### src/rtl/assert_macros.svh
// Assertion macros shared by the mixed-radix converter RTL.
// No dependencies; included inside module bodies that check their own logic.
`ifndef ASSERT_MACROS_SVH
`define ASSERT_MACROS_SVH

// Concurrent assertion on an explicit clock and active-low reset.
`define ASSERT_CLK(label, clock, rstn, prop) \
	label: assert property (@(posedge clock) disable iff (!rstn) prop) \
		else $error("assertion failed");

// Concurrent assertion on the house clock and reset names.
`define ASSERT_STD(label, prop) `ASSERT_CLK(label, clk, arst_n, prop)

`endif

### src/rtl/mre_pkg.sv
// Package for the mixed-radix converter: sizes, register indexes, stage struct.
// No dependencies; imported by every module of the block.
package mre_pkg;

	localparam int LANES           = 6;
	localparam int CODE_W          = 60;
	localparam int DIGIT_W         = 10;
	localparam int RADIX_W         = 11;
	localparam int WEIGHT_W        = CODE_W + 1;
	localparam int STEPS_PER_CELL  = 4;
	localparam int DIV_CELLS       = CODE_W / STEPS_PER_CELL;
	localparam int MAX_DIGITS_DEF  = 6;
	localparam int DIGIT_WIDTH_DEF = 10;

	localparam logic [CODE_W-1:0]   CODE_MASK  = {CODE_W{1'b1}};
	localparam logic [WEIGHT_W-1:0] CODE_LIMIT = {1'b1, {CODE_W{1'b0}}};

	typedef enum logic [2:0] {
		CFG_DIGIT_COUNT = 3'd0,
		CFG_RADIX_0     = 3'd1,
		CFG_RADIX_1     = 3'd2,
		CFG_RADIX_2     = 3'd3,
		CFG_RADIX_3     = 3'd4,
		CFG_RADIX_4     = 3'd5,
		CFG_RADIX_5     = 3'd6
	} cfg_idx_t;

	typedef enum logic {
		OP_ENCODE = 1'b0,
		OP_DECODE = 1'b1
	} op_t;

	// Everything one item carries from cell to cell.
	typedef struct packed {
		op_t                              opcode;
		logic [LANES-1:0][DIGIT_W-1:0]    digit;
		logic [CODE_W-1:0]                code;
		logic [WEIGHT_W-1:0]              weight;
		logic                             over;
		logic                             flag;
		logic [CODE_W-1:0]                work;
		logic [DIGIT_W-1:0]               rem;
		logic [LANES-1:0][DIGIT_W-1:0]    dec;
	} stage_t;

endpackage

### src/rtl/mre_div_cell.sv
// Division cell: STEPS_PER_CELL restoring long-division steps of the code by one radix.
// Depends on mre_pkg and assert_macros.svh.
module mre_div_cell #(
	parameter int LANE = 0,
	parameter int CELL = 0
) (
	input  logic                         clk,
	input  logic                         arst_n,
	input  logic [mre_pkg::RADIX_W-1:0]  radix,
	input  logic                         valid_in,
	input  mre_pkg::stage_t              st_in,
	output logic                         valid_out,
	output mre_pkg::stage_t              st_out
);
	import mre_pkg::*;
	`include "assert_macros.svh"

	localparam int TOP = CODE_W - 1 - CELL * STEPS_PER_CELL;

	logic [DIGIT_W-1:0]  rem;
	logic [RADIX_W-1:0]  trial;
	logic [CODE_W-1:0]   w;
	stage_t              nxt;
	logic                valid_q;
	stage_t              st_q;

	// Code bits are consumed from the top; each is replaced by its quotient bit.
	always_comb begin
		nxt = st_in;
		w   = st_in.work;
		rem = (CELL == 0) ? '0 : st_in.rem;
		for (int s = 0; s < STEPS_PER_CELL; s++) begin
			trial = {rem, w[TOP-s]};
			if (trial >= radix) begin
				trial    = trial - radix;
				w[TOP-s] = 1'b1;
			end else begin
				w[TOP-s] = 1'b0;
			end
			rem = trial[DIGIT_W-1:0];
		end
		nxt.work = w;
		nxt.rem  = rem;
		if (CELL == DIV_CELLS - 1) begin
			nxt.dec[LANE] = rem;
		end
	end

	always_ff @(posedge clk or negedge arst_n) begin
		if (!arst_n) begin
			valid_q <= 1'b0;
		end else begin
			valid_q <= valid_in;
		end
	end

	always_ff @(posedge clk) begin
		st_q <= nxt;
	end

	assign valid_out = valid_q;
	assign st_out    = st_q;

	`ASSERT_STD(a_rem_below_radix, valid_q |-> (RADIX_W'(st_q.rem) < radix))

endmodule

### config.mk
export PLATFORM = sky130hd
export DESIGN_NAME = mre_div_cell
export DESIGN_NICKNAME = d
export VERILOG_FILES = /design/src/rtl/mre_pkg.sv /design/src/rtl/mre_div_cell.sv
export VERILOG_INCLUDE_DIRS = /design/src /design/src/rtl
export SDC_FILE = /design/constraint.sdc
export NUM_CORES = 1
export LEC_CHECK = 0
export BUFFER_PORTS_ARGS = -buffer_cell sky130_fd_sc_hd__buf_2
export CAP_MARGIN = 20
export CORE_AREA = 2 2 252 254
export DETAILED_ROUTE_END_ITERATION = 7
export DIE_AREA = 0 0 254 256
export HOLD_SLACK_MARGIN = 0.1
export PLACE_DENSITY = 0.39
export SYNTH_ARGS = -nofsm -noshare
export SYNTH_HDL_FRONTEND = slang
export SYNTH_SLANG_ARGS = --single-unit
### constraint.sdc
create_clock -name clk -period 1.1 [get_ports clk]
set_clock_uncertainty 0.05 [all_clocks]
set_input_delay 0.33 -clock clk [delete_from_list [all_inputs] [get_ports clk]]
set_output_delay 0.33 -clock clk [all_outputs]
set_load 0.01 [all_outputs]
==> results.toml <==
[layout]
drive_gt1_frac = 0.671
finalNonFillerCells = 2664
stdcell_area_um2 = 21100
syn_to_final_growth_pct = 150
fin_nets = 2144

[worst_hold_path]
hold_path_class = "in2async"

[global_route]
gr-total-overflow = 0
grt_pass1_wl_um = 73300
antenna_found_initial = 22
grt_pass1_vias = 10033
gr-usage-all-layers = 0.161
grt_max_degree = 15

[run_status]
violations = "negative setup slack"
status = "finished with violations"

[synth]
synthCells = 621
ys_types = 66
synth_top_area_frac = 0.743
yosys_most_used_dff = "dfxtp_1"
netlist_top_cells_count = "dfxtp_1, ha_1, inv_1"
seq_area_frac_synth = 0.746
synth.most_common_cell = "dfxtp_1"
async_reset_ff_frac = 0.00317
synth_seq_cells = 315
syn-cell-area_um2 = 8460
synth_warnings = 0
synth_top_area_cell = "dfxtp_1"
syn_avg_cell_area_um2 = 13.6
synth.net_count = 987
synth_edf_count = 0
netlist_top_cells_area = "dfxtp_1, ha_1, a21oi_1"

[detailed_routing]
avgRoutedWirePerCell_um = 20.7
via_count = 9344
drt_wl_total_um = 55200
vias_per_cell = 3.51
first_pass_iters = 4
ant_nets = 0
drt_iter0_drc = 335
drcViolationCount = 0

[clock_network]
cts_buffers = 39
cts_sinks = 315
root_buffer = "clkbuf_16"
clockBufferDepth = 3
clk_pin_slew_ns = 0.06
htreeDepth = 2
cts_tree = "built"

[placed_design]
numPortBuffers = 632
place_area_um2 = 14000
dpl.hpwl_um = 43400
place_congestion = 0.814
place_inst = 2239

[critical_path]
cp-start-kind = "input pin"
critical_path_required_ns = 1.55
end_kind = "flip-flop"
critical_path.max_stage_delay_ns = 0.41
cp_max_fo = 5
cp_slowest_cell = "a2111o_1"
critPathArrivalTime_ns = 5.97
crit_type = "in2reg"
crit_top_cell = "buf_6"

[die]
pin_count = 643
rows = 92
core_um2 = 62400
dieHeight_um = 256
initial_core_util = 0.136
dieWidth_um = 254
dieArea_um2 = 65000

[timing]
fin_ws_ns = -4.42
clock.fmax_ghz = 0.181
hold_viol = 0
setup_viol_count_final = 328
slew_headroom = 0.713
fin_crit_ns = 5.52
drv_slew = 0
whs_ns = 0.196
worstMarginPinSlew_ns = 0.426
min_period_over_period = 5.02
rsz0062_at_grt = "true"

[power_and_ir_drop]
vdd.ir_drop.worst_uv = 1100
leakagePower_nw = 9.74
powerDensity_nw_per_um2 = 1510
total_power_mw = 31.9

[job]
max_cap_violations = 0
## where the power goes
| group | switching [mW] | leakage (nW) | total [mW] | internal, mW |
|---|---|---|---|---|
| combinational | 1.72 | 6.33 | 4.29 | 2.58 |
| clock | 5.54 | 0.740 | 15.2 | 9.69 |
| sequential | 0.326 | 2.67 | 12.4 | 12.1 |
## sequential cells by signal, summed over array words and instances, names as in the netlist
| register | count |
|---|---|
| st_out | 314 |
| valid_out | 1 |
## critical path: cells and delay by family
family | cells | cell delay, ns
compound gates | 11 | 2.17
simple gates | 4 | 1.00
buf+inv | 8 | 0.95
fa+ha+maj | 3 | 0.80
mux | 3 | 0.70
## stage by stage
| stage | setup slack (ns) | utilization | TNS [ns] |
|---|---|---|---|
| after floorplan | -4.70 | - | -54.95 |
| after CTS | -4.37 | 0.324 | -151.47 |
| after global routing | -4.64 | 0.338 | -153.79 |
| final | -4.42 | 0.339 | -135.51 |
| after detailed placement | -5.50 | 0.224 | -65.23 |
| after global placement | -5.42 | 0.224 | -64.58 |
## worst paths after layout
path	startpoint	to	slack, ns	depth (start not counted)
setup / recovery	radix[2]	st_out[69]$_DFF_P_	-4.42	29
hold / removal	arst_n	valid_out$_DFF_PN0_	0.20	2
max in group asynchronous	arst_n	valid_out$_DFF_PN0_	0.72	2
min in group clk	st_in[126]	st_out[60]$_DFF_P_	0.24	5
## layer usage
| layer | track usage | part of all wire |
|---|---|---|
| met5 | 0 | 0.0014 |
| met4 | 0.0768 | 0.047 |
| met3 | 0.0536 | 0.086 |
| met2 | 0.263 | 0.47 |
| met1 | 0.189 | 0.40 |
## area by class of cell
cell class	count	area (um^2)
fillers	6283	41300
clock inverters	20	385
diodes	9	22.5
flip-flops and latches	315	6640
clock buffers	52	1140
multi-input cells	266	2600
well taps	846	1060
inverters	35	159
repair buffers	1121	9110
## placed cells by master (no fill, tap or decap), drive strengths merged, types with 3 or more instances in the layout
master and count:
o21ai 17, and3 9, a31oi 3, bufinv 10, a21o 7, ha 35, o211ai 5, xnor2 8
o21a 7, a21oi 27, dlygate4sd3 303, a21boi 4, nor4 4, nor2b 6, nand3 11, nand2b 6
diode 9, fa 3, nand2 17, mux2 4, clkinv 5, dfxtp 314, xor2 3, or3 5
clkinvlp 3, nor3 9, buf 818, mux2i 9, inv 37, clkbuf 52, a211oi 3, nor2 25
nand4 8
## what timing repair did
item | CTS | global route
hold buffers | 303 | 0
gates cloned | 0 | 0
endpoints found under the hold margin | 303 | 0
pin swaps | 37 | 33
setup buffers | 31 | 13
resized for setup | 465 | 200
setup endpoints to repair | 328 | 328
## kinds of logic (layout without fill, tap and decap cells)
logic type,Yosys count,in the layout,synth area share
mux,13,13,0.0164
buf+inv,40,1228,0.0192
xor+xnor,11,11,0.0114
flops,315,315,0.746
compound gates,93,93,0.0775
other cells,0,9,0
fa+ha+maj,38,38,0.0588
simple gates,111,111,0.0708
No activity file was read; power rests on OpenSTA's default activity.
