**config.mk**
```make
export PLATFORM = sky130hd
export DESIGN_NAME = mre_enc_cell
export DESIGN_NICKNAME = d
export VERILOG_FILES = /design/src/rtl/mre_pkg.sv /design/src/rtl/mre_enc_cell.sv
export VERILOG_INCLUDE_DIRS = /design/src /design/src/rtl
export SDC_FILE = /design/constraint.sdc
export NUM_CORES = 2
export LEC_CHECK = 0
export BUFFER_PORTS_ARGS = -buffer_cell sky130_fd_sc_hd__buf_2
export CAP_MARGIN = 20
export CORE_ASPECT_RATIO = 0.9
export CORE_MARGIN = 5
export CORE_UTILIZATION = 51
export DETAILED_ROUTE_END_ITERATION = 8
export GPL_TIMING_DRIVEN = 0
export PLACE_DENSITY_LB_ADDON = 0.15
export SLEW_MARGIN = 10
export SYNTH_ARGS = -nofsm -noshare
export SYNTH_HDL_FRONTEND = slang
export SYNTH_SLANG_ARGS = --single-unit
```
**constraint.sdc**
```tcl
create_clock -name clk -period 0.8 [get_ports clk]
set_clock_uncertainty 0.15 [all_clocks]
set_input_delay 0.16 -clock clk [delete_from_list [all_inputs] [get_ports clk]]
set_output_delay 0.16 -clock clk [all_outputs]
set_load 0.005 [all_outputs]
```
**src/rtl/assert_macros.svh**
```systemverilog
// Assertion macros shared by the mixed-radix converter RTL.
// No dependencies; included inside module bodies that check their own logic.
`ifndef ASSERT_MACROS_SVH
`define ASSERT_MACROS_SVH

// Concurrent assertion on an explicit clock and active-low reset.
`define ASSERT_CLK(label, clock, rstn, prop) \
	label: assert property (@(posedge clock) disable iff (!rstn) prop) \
		else $error("assertion failed");

// Concurrent assertion on the house clock and reset names.
`define ASSERT_STD(label, prop) `ASSERT_CLK(label, clk, arst_n, prop)

`endif

```
**src/rtl/mre_pkg.sv**
```systemverilog
// Package for the mixed-radix converter: sizes, register indexes, stage struct.
// No dependencies; imported by every module of the block.
package mre_pkg;

	localparam int LANES           = 6;
	localparam int CODE_W          = 60;
	localparam int DIGIT_W         = 10;
	localparam int RADIX_W         = 11;
	localparam int WEIGHT_W        = CODE_W + 1;
	localparam int STEPS_PER_CELL  = 4;
	localparam int DIV_CELLS       = CODE_W / STEPS_PER_CELL;
	localparam int MAX_DIGITS_DEF  = 6;
	localparam int DIGIT_WIDTH_DEF = 10;

	localparam logic [CODE_W-1:0]   CODE_MASK  = {CODE_W{1'b1}};
	localparam logic [WEIGHT_W-1:0] CODE_LIMIT = {1'b1, {CODE_W{1'b0}}};

	typedef enum logic [2:0] {
		CFG_DIGIT_COUNT = 3'd0,
		CFG_RADIX_0     = 3'd1,
		CFG_RADIX_1     = 3'd2,
		CFG_RADIX_2     = 3'd3,
		CFG_RADIX_3     = 3'd4,
		CFG_RADIX_4     = 3'd5,
		CFG_RADIX_5     = 3'd6
	} cfg_idx_t;

	typedef enum logic {
		OP_ENCODE = 1'b0,
		OP_DECODE = 1'b1
	} op_t;

	// Everything one item carries from cell to cell.
	typedef struct packed {
		op_t                              opcode;
		logic [LANES-1:0][DIGIT_W-1:0]    digit;
		logic [CODE_W-1:0]                code;
		logic [WEIGHT_W-1:0]              weight;
		logic                             over;
		logic                             flag;
		logic [CODE_W-1:0]                work;
		logic [DIGIT_W-1:0]               rem;
		logic [LANES-1:0][DIGIT_W-1:0]    dec;
	} stage_t;

endpackage

```
**src/rtl/mre_enc_cell.sv**
```systemverilog
// Encode cell: adds one digit times its weight and advances the weight.
// Depends on mre_pkg and assert_macros.svh.
module mre_enc_cell #(
	parameter int LANE = 0
) (
	input  logic                         clk,
	input  logic                         arst_n,
	input  logic                         en,
	input  logic [mre_pkg::RADIX_W-1:0]  radix,
	input  logic                         valid_in,
	input  mre_pkg::stage_t              st_in,
	output logic                         valid_out,
	output mre_pkg::stage_t              st_out
);
	import mre_pkg::*;
	`include "assert_macros.svh"

	logic [DIGIT_W-1:0]            d;
	logic [DIGIT_W+WEIGHT_W-1:0]   prod;
	logic [DIGIT_W+WEIGHT_W-1:0]   sum;
	logic [RADIX_W+WEIGHT_W-1:0]   wprod;
	logic                          fits;
	stage_t                        nxt;
	logic                          valid_q;
	stage_t                        st_q;

	always_comb begin
		nxt  = st_in;
		d    = en ? st_in.digit[LANE] : '0;
		prod = (DIGIT_W+WEIGHT_W)'(d) * (DIGIT_W+WEIGHT_W)'(st_in.weight);
		sum  = (DIGIT_W+WEIGHT_W)'(st_in.code) + prod;
		fits = (sum <= (DIGIT_W+WEIGHT_W)'(CODE_MASK));
		// Once the sum has overflowed it stays saturated; the code is replaced at the end.
		if (d != '0 && !st_in.over) begin
			if (fits) begin
				nxt.code = sum[CODE_W-1:0];
			end else begin
				nxt.over = 1'b1;
			end
		end
		if (RADIX_W'(d) >= radix) begin
			nxt.flag = 1'b1;
		end
		wprod = (RADIX_W+WEIGHT_W)'(st_in.weight) * (RADIX_W+WEIGHT_W)'(radix);
		if (wprod > (RADIX_W+WEIGHT_W)'(CODE_LIMIT)) begin
			nxt.weight = CODE_LIMIT;
		end else begin
			nxt.weight = wprod[WEIGHT_W-1:0];
		end
	end

	always_ff @(posedge clk or negedge arst_n) begin
		if (!arst_n) begin
			valid_q <= 1'b0;
		end else begin
			valid_q <= valid_in;
		end
	end

	always_ff @(posedge clk) begin
		st_q <= nxt;
	end

	assign valid_out = valid_q;
	assign st_out    = st_q;

	// Every radix is at least one, so the weight can never collapse to zero.
	`ASSERT_STD(a_weight_nonzero, valid_q |-> (st_q.weight != '0))

endmodule

```
==> out/metrics.csv <==
metric,value,unit
run status,"complete, but fails checks",
violated checks,"negative hold slack, negative setup slack",
Pre-antenna DRT Iters,8,
# Max-Cap Violations,0,
Layout Cells excl Fill,7929,
share of post-route cells with drive strength above 1,0.265,
Synth top cells by count,"fa_1 (1060), nand2_1 (1011), inv_1 (875)",
"Primary FF master, synth",dfxtp_1,
DR vias,46134,
hold_ws,-196,ps
post-synth top area share,0.428,
CTS tree,yes,
Clock Tree Buf Depth,3,
# hold bufs at CTS,256,
drt wl/cell,25.3,um
CP dominant cell by count,fa_1,
fraction of registers with async set/reset,0.00317,
CP Launch Type,input pin,
chip width,339,um
Hold Crit Depth,3,
die height,306,um
Synth area leaders,"fa_1 (43%), dfxtp_1 (13%), nand2_1 (7.7%)",
total global routing overflow,0,
Pleak,31.6,nW
Netlist Area Pre-Place,0.0496,sq mm
post-synthesis sequential area ratio,0.127,
# setup viols final,439,
"Hold Violations, Final",2,
Worst Tran Pin Value,922,ps
Syn Area/Cell,9.04,sq um
cell-internal power,131,mW
Worst EP arrival,7130,ps
# placed instances,7384,
max frequency,147,MHz
slowest library cell on the worst path,fa_1,
Flop pwr share,0.058,
unrepaired setup endpoints after global routing,true,
Yosys reg bits,315,
Routed Antenna Nets,0,
Layout fillers,7648,
synthesized netlist cell count,5483,
core area,0.0965,sq mm
top cell type by total area after synthesis,fa_1,
number of synthesized flops with an enable pin,0,
Synth cell types,85,
Num Clock Sinks,315,
slew margin rel.,0.379,
Clk pwr share,0.058,
DP Area,0.0549,sq mm
Final Routed Wirelength,201000,um
min-delay src,st_in[132],
Die ar.,0.104,sq mm
All-Layer GR Usage,0.371,
starting density of the core,0.514,
critical path's largest stage delay,590,ps
period utilisation layout,8.51,
Hold Path End,st_out[132]$_SDFF_PN0_,
Placer Congestion,0.984,
Switching Share,0.554,
Final nets,8217,
H-tree depth,2,
pre-CTS WS,-8440,ps
post-route cell area,0.0654,sq mm
"Slew Viols, Final",0,
Residual DRC,0,
pwr/cell area,4480,mW/mm^2
Pwr Total,293,mW
clock root cell,clkbuf_16,
CP max FO,10,
Port Buffers,636,
crit path capture type,register,
num rows,108,
WP data required,1120,ps
P&R area growth vs syn,31.9,%
initial antenna violation count,53,
largest net degree at the start of global routing,16,
Mapped Nets,7102,
I/O pin count,644,
Comb pwr share,0.884,
most frequent cell after synthesis,fa_1,
Via density,5.82,
Hold Crit Class,input pin to register,
peak supply drop,5270,uV
CTS buffer count,34,
Starting DRT DRC Count,4324,
final setup margin,-6000,ps
Clock transition at path regs,80,ps
Setup Crit Path Kind,input pin to register,
post-DP HPWL,153000,um
Psw,162,mW
Yosys warning count,0,
minimum clock period,6800,ps
first-pass GRT wire length,290000,um
vias in the first global route,47474,
[critical path: cells and delay by family]
kind,cells,cell delay (ps)
compound gates,4,960
simple gates,7,1600
buf+inv,7,980
fa+ha+maj,6,3020
mux,1,380
[metrics by stage]
stage,setup TNS (ps),utilization,hold WS [ps]
5_1_grt,-891730,0.678,-191
3_5_place_dp,-962680,0.569,-211
6_report,-871580,0.678,-196
4_1_cts,-851130,0.655,-198
3_3_place_gp,-968980,0.569,-216
2_1_floorplan,-674430,-,-286
[cell type report]
cell class,count,area [sq um],share of cell area
Timing Repair Buffer,1119,8870,0.136
Sequential cell,315,6520,0.0996
Antenna cell,43,108,0.00164
Clock inverter,13,219,0.00335
Multi-Input combinational cell,3926,40700,0.622
Tap cell,1265,1580,0.0242
Buffer,327,3190,0.0488
Inverter,875,3290,0.0502
Clock buffer,46,966,0.0148
[layout by cell type (no fill, tap or decap), types with 26 or more instances in the layout]
| cell type | count |
|---|---|
| fa_1 | 1047 |
| nand2_1 | 990 |
| inv_1 | 858 |
| buf_2 | 515 |
| dlygate4sd3_1 | 255 |
| and3_1 | 227 |
| and2_1 | 218 |
| ha_1 | 182 |
| buf_4 | 179 |
| dfxtp_1 | 170 |
| buf_6 | 155 |
| a21oi_1 | 146 |
| dfxtp_2 | 133 |
| nor2_1 | 101 |
| clkbuf_2 | 97 |
| o21ai_0 | 84 |
| clkbuf_16 | 75 |
| nand4_1 | 57 |
| clkbuf_1 | 55 |
| clkbuf_4 | 52 |
| a21o_1 | 51 |
| xor2_1 | 49 |
| xnor2_1 | 47 |
| clkbuf_8 | 44 |
| diode_2 | 43 |
| nand3_1 | 43 |
| a21oi_2 | 41 |
| mux2i_1 | 39 |
| o21ai_1 | 32 |
| buf_12 | 31 |
| o21bai_1 | 26 |
[power groups by stage]
stage / Sequential, mW / Combinational, mW / Clock [mW]
floorplan: 17.2 / 150 / 0
global placement: 17.1 / 184 / 0
detailed placement: 17.1 / 185 / 0
CTS: 16.8 / 227 / 17.1
global route: 17.0 / 274 / 17.9
finish: 17.0 / 259 / 17.1
[per-layer routing]
metal / global-route usage / part of all wire / vias to the layer above / routed length (um)
met5: 0.0240 / 0.0029 / - / 578
met4: 0.125 / 0.043 / 38 / 8600
met3: 0.133 / 0.13 / 657 / 26200
met2: 0.598 / 0.46 / 2855 / 92300
met1: 0.466 / 0.36 / 23283 / 73000
li1: - / - / 19301 / -
[how the worst max path moves through the flow]
stage / from / endpoint / slack [ps]
finish: st_in[145] / st_out[160]$_SDFF_PN0_ / -6000
global placement: st_in[260] / st_out[194]$_DFF_P_ / -8420
detailed placement: st_in[259] / st_out[194]$_DFF_P_ / -8440
CTS: en / st_out[201]$_DFF_P_ / -5710
floorplan: radix[4] / st_out[182]$_SDFF_PN0_ / -5620
global route: st_in[145] / st_out[160]$_SDFF_PN0_ / -6050
[state kept, by name, summed over array words and instances, names as in the netlist]
register	flops
valid_out	1
st_out	314
[cell families (layout without fill, tap and decap cells)]
group	Yosys count	count (layout)	synth area share
multiplexers	68	68	0.0145
buffers and inverters	1245	2380	0.0954
other	0	43	0
XOR/XNOR	111	111	0.0196
adder cells (fa/ha/maj)	1290	1290	0.486
AND/OR/NAND/NOR	1869	1870	0.183
AO/OA/AOI/OAI	585	587	0.0739
flip-flops	315	315	0.127
[what timing repair did]
action / in CTS / in global routing
endpoints found under the hold margin: 256 / 2
endpoints found under the setup margin: 438 / 439
pin swaps: 96 / 139
buffers inserted: 140 / 72
gates resized for setup: 835 / 502
cloned: 24 / 4
Power figures use the tool's default switching activity.
